==> src/hw/rtl/merge_sort_engine_defines.svh <==
// Assertion macros for the sort engine RTL.
// Depends on nothing; included by the files that carry assertions.
`ifndef MERGE_SORT_ENGINE_DEFINES_SVH
`define MERGE_SORT_ENGINE_DEFINES_SVH
`ifndef SYNTHESIS
// Checked property, disabled while reset is high.
`define MSE_ASSERT(lbl, prop, msg) \
  lbl: assert property (@(posedge clk) disable iff (rst) prop) else $error(msg);
// Checked property, evaluated during reset as well.
`define MSE_ASSERT_ALWAYS(lbl, prop, msg) \
  lbl: assert property (@(posedge clk) prop) else $error(msg);
`else
`define MSE_ASSERT(lbl, prop, msg)
`define MSE_ASSERT_ALWAYS(lbl, prop, msg)
`endif
`endif

==> src/hw/rtl/mse_pkg.sv <==
// Shared types and constants for the sort engine.
// Used by mse_cell and merge_sort_engine; depends on nothing.
package mse_pkg;

  // Width of one stored integer.
  localparam int DATA_W = 32;

  typedef logic signed [DATA_W-1:0] data_t;

  // Controller states.
  typedef enum logic {
    ST_LOAD = 1'b0,
    ST_EMIT = 1'b1
  } state_t;

  // Per-cycle commands broadcast to every cell of the row.
  typedef struct packed {
    logic insert;
    logic shift;
  } cell_ctrl_t;

endpackage

==> src/hw/rtl/mse_cell.sv <==
// One cell of the sorting row: holds one value of the ordered batch.
// Depends on mse_pkg for the data and command types.
module mse_cell (
  input  logic                clk,
  input  mse_pkg::cell_ctrl_t ctrl,
  input  mse_pkg::data_t      ins_value,
  input  logic                occupied,
  input  mse_pkg::data_t      left_value,
  input  logic                left_gt,
  input  mse_pkg::data_t      right_value,
  output mse_pkg::data_t      value,
  output logic                gt
);

  // The cell is occupied and its held value is larger than the value being inserted.
  assign gt = occupied && (value > ins_value);

  // Insert: make room by taking the left neighbor, or take the new item at
  // its place. Shift: move one place toward the head of the row.
  always_ff @(posedge clk) begin
    if (ctrl.insert) begin
      if (left_gt) begin
        value <= left_value;
      end else if (gt || !occupied) begin
        value <= ins_value;
      end
    end else if (ctrl.shift) begin
      value <= right_value;
    end
  end

endmodule

==> config.mk <==
export PLATFORM = sky130hd
export DESIGN_NAME = mse_cell
export DESIGN_NICKNAME = d
export VERILOG_FILES = /design/src/hw/rtl/merge_sort_engine_defines.svh /design/src/hw/rtl/mse_pkg.sv /design/src/hw/rtl/mse_cell.sv
export SDC_FILE = /design/constraint.sdc
export NUM_CORES = 1
export LEC_CHECK = 0
export ABC_AREA = 1
export BUFFER_PORTS_ARGS = -buffer_cell sky130_fd_sc_hd__buf_2
export CAP_MARGIN = 20
export CORE_ASPECT_RATIO = 1.2
export CORE_MARGIN = 4
export CORE_UTILIZATION = 49
export DETAILED_ROUTE_END_ITERATION = 10
export PLACE_DENSITY = 0.86
export SLEW_MARGIN = 20
export SYNTH_ARGS = -nofsm -noshare
export SYNTH_HDL_FRONTEND = slang
export SYNTH_SLANG_ARGS = --single-unit
==> constraint.sdc <==
create_clock -name clk -period 4.8 [get_ports clk]
set_input_delay 0.72 -clock clk [delete_from_list [all_inputs] [get_ports clk]]
set_output_delay 0.72 -clock clk [all_outputs]
set_load 0.01 [all_outputs]
== Word level (Yosys, flattened, before mapping) ==
Index checks and enable logic that the tools add are counted.
Cells by class
  order comparisons: 1
  equal/unequal tests: 1
  multiplexer cells: 4
  reduce and logical (&&, ||, !) cells: 5
Operators with widths (number)
  $mux W32: 4
  $gt A32 B32 Y1: 1
  $ne A3 B1 Y1 const B: 1
  $reduce_and A2 Y1: 1
  $reduce_bool A2 Y1: 1
  $logic_and A1 B1 Y1: 1
  $logic_not A1 Y1: 1
  $logic_or A1 B1 Y1: 1
Word-level totals
  register bits: 32
  output and inout port bits: 33

== Logic depth before layout (Yosys ltp) ==
  word-level depth: 6
  depth in mapped cells: 16
  depth with buffers taken out: 16

== Least setup slack after synthesis ==
No wires, ideal clock.
  path type: input to register
  start point: in ins_value[31]
  end point: reg value[0], enable pin
  setup time: 0.400 ns
  arrival: 2.708 ns
  setup slack: 1.692 ns
  stages on the path: 10
  path buffers: 0
  path through: inv_1 -> ha_1 -> nand2_1 -> nor2_2 -> nand2_2 -> nor4_4 -> nand2_1 -> nand3_1 -> nand3_2 -> a21oi_2
On the way
  longest elaborated chain between the ends: 5
RTL lines
  start, declared: RTL line mse_cell.sv:6  | input mse_pkg::data_t ins_value,
  $gt A32 B32 Y1: RTL line mse_cell.sv:16  | assign gt = occupied && (value > ins_value);
  $logic_and A1 B1 Y1: RTL line mse_cell.sv:16
  $logic_or A1 B1 Y1: RTL line mse_cell.sv:24  | end else if (gt || !occupied) begin
  $ne A3 B1 Y1 (no source line)
  $reduce_and A2 Y1 (no source line)
  end signal, assigned: RTL line mse_cell.sv:23  | value <= left_value;
  end signal, assigned: RTL line mse_cell.sv:25  | value <= ins_value;
  end signal, assigned: RTL line mse_cell.sv:28  | value <= right_value;
  end, declared: RTL line mse_cell.sv:11  | output mse_pkg::data_t value,
No other way between the ends.
A chain may end at the register's enable or synchronous reset.

== Final worst setup path ==
  start point: in ins_value[31]
  end point: out gt
On the way
  longest elaborated chain between the ends: 2
RTL lines
  $gt A32 B32 Y1: RTL line mse_cell.sv:16
  $logic_and A1 B1 Y1: RTL line mse_cell.sv:16
  end, declared: RTL line mse_cell.sv:12  | output logic gt
No other way between the ends.

==> metrics.cfg <==
[outcome]
status = finished, final reports clean

[power_and_ir_drop]
p_clk_frac = 0.240
power_leakage_uw = 0.00175
p_seq_frac = 0.445
p_sw_uw = 263
peakVddDrop_uv = 168
p_int_uw = 560
sw_frac_of_total = 0.320
powerDensity_nw_per_um2 = 250
combPwrFrac = 0.315

[routing]
vias = 2661
wl_per_cell_um = 13.7
wirelength_um = 7020
drtIter0Drc = 163
wl_met1_um = 2590
met3WireLength_um = 462
first_pass_iters = 5
drc_errors = 0
ant_nets = 0
top_layer_used = met4
wl_met2_um = 3710
routed_via_density = 5.20

[synth]
syn-cell-area_sq_um = 2500
synth_fp_nets = 455
avgSynthCellArea_sq_um = 7.77
ys_seq_area_frac = 0.384
yosys_warnings = 0
ys.flop_type = edfxtp_1
synthDistinctLibCells = 24
synth_top_area_share = 0.384
synth_area_leaders = edfxtp_1 (38%), ha_1 (16%), o21ai_0 (11%)
ys_seq_elements = 32
yosys.area.top_type = edfxtp_1
ys_top_cells_by_count = nand2_1 (65), o21ai_0 (53), inv_1 (41), nor2_1 (41)
syn_inst = 322
synth_most_common_cell = nand2_1
synth-edff-count = 32
ys_async_sr_fraction = 0

[cells_and_area]
top_register = value
design_area_sq_um = 3290
drive_gt1_frac = 0.330
largest_registers = value x32
diodes = 0
largest_reg_flops = 32
fillCellCount = 402
post-route-util = 0.666
fin_nets = 584
area_growth_pct = 31.5
seq_area_sq_um = 961
multi_input_area_sq_um = 1340

[clock_network]
h-tree-depth = 2
cts_tree = yes
cts-buffers-inserted = 5
clk-insertion-delay-late_ps = 280
cts.hold.buffers_added = 0
clk_pin_slew_ps = 70
cts.sinks = 32
cts_buffer_depth = 2
cts-root-buf = clkbuf_8
post_cts_buffers = 0
post_cts_resized = 0

[setup_path]
crit_type = in -> out
cp.required_ps = 4080
crit_fanout = 4
crit_arrival_ps = 2260
start_kind = input pin
critPathTopFamily = simple AND/OR/NAND/NOR gates
crit_chain = buf_2 -> inv_1 -> ha_1 -> nand2_1 -> nor2_2 -> nand2_2 -> nor4_4 -> nand2_1 -> nand3_1 -> nand3_2 -> nor2_1 -> buf_2
crit_path_top_delay_cell = ha_1
worst-path-buf-inv = 3
cp-end-kind = output port
cp_slowest_stage_delay_ps = 320

[sta]
fin_crit_sh = 0.620
fin_setup_tns_ps = 0
hold_viol = 0
rsz0062_at_grt = false
finalCriticalPeriod_ps = 2980
worst_pin_slew_ps = 1050
maxSlewViolCount = 0
slew-limit-headroom = 0.299
setup_viol = 0
max_freq_mhz = 336
fin_skew_ps = 6.12

[floorplan]
boundaryPins = 134
rows = 28
start_util = 0.506
core_sq_um = 4940
fp.dieH_um = 86.3
die_area_sq_um = 6320
die_w_um = 73.2

[placed_design]
place_area_sq_um = 3210
hpwlAfterDp_um = 5410
gp_congestion = 0.798
numPortBuffers = 133

[run]
cap_viol_max_count = 0

[global_routing]
antenna_found_initial = 0
grt_max_degree = 35
grt_pass1_wl_um = 11100
grt_pass1_vias = 2702
track_usage = 0.224
overflow = 0

[worst_hold_path]
hold_class = in -> reg

-- layer usage --
metal	vias up	track usage
met5	-	0
met4	0	0.112
met3	27	0.0394
met2	112	0.419
met1	1191	0.233
li1	1331	-
-- final timing paths --
check                                    startpoint                  end  slack, ps  cells after the start
worst max-delay path                  ins_value[31]                   gt       1820                     12
worst min-delay path                 right_value[0]   value[0]$_DFFE_PP_        710                      3
worst max register to register  value[31]$_DFFE_PP_   value[8]$_DFFE_PP_       1990                      9
worst min register to register  value[31]$_DFFE_PP_  value[27]$_DFFE_PP_       1290                      4
-- per-stage QoR --
stage / hold slack [ps] / cells / total power, uW / worst slack [ps]
final: 714 / 512 / 823 / 1820
after global routing: 724 / 512 / 884 / 1640
after CTS: 712 / 512 / 827 / 1810
after detailed placement: 1010 / 504 / 630 / 1550
after global placement: 1000 / 504 / 618 / 1710
after floorplan: 911 / 322 / 516 / 1690
-- cells by family (layout without fill, tap and decap cells) --
kind of cell               after synthesis  after routing  synth area share
buffers and inverters                   55            185            0.0835
DFF                                     32             32             0.384
adders and majority gates               32             32             0.160
AOI/OAI and AO/OA                       86             86             0.180
and+or+nand+nor                        117            117             0.193
-- cell usage in the layout, fill, tap and decap left out, drive strengths merged, types with 2 or more instances in the layout --
cell,n
a21o,2
a21oi,15
buf,134
clkbuf,7
clkinv,2
edfxtp,32
ha,32
inv,42
nand2,67
nand3,3
nand4,2
nor2,43
o21a,2
o21ai,67
-- layout make-up --
class | count | share of cell area
Multi-Input combinational cell | 235 | 0.407
Sequential cell | 32 | 0.292
Timing Repair Buffer | 134 | 0.205
Inverter | 43 | 0.0491
Clock buffer | 7 | 0.0232
Tap cell | 60 | 0.0228
Clock inverter | 1 | 0.00114
-- power by group through the flow --
stage	clock network, uW	registers, uW	logic, uW
6_report	198	366	260
5_1_grt	219	369	296
3_5_place_dp	0	371	258
2_1_floorplan	0	385	131
4_1_cts	200	366	261
3_3_place_gp	0	370	248
-- worst reg2reg max path, cell delays in order, from the launching register on --
cell	delay, ps
edfxtp_1	420
ha_1	360
nand2_1	100
nor2_2	140
nand2_2	90
nor4_4	150
nand2_1	100
nand3_1	90
nand3_2	120
a21oi_4	850
(Power assumes the default switching activity.)
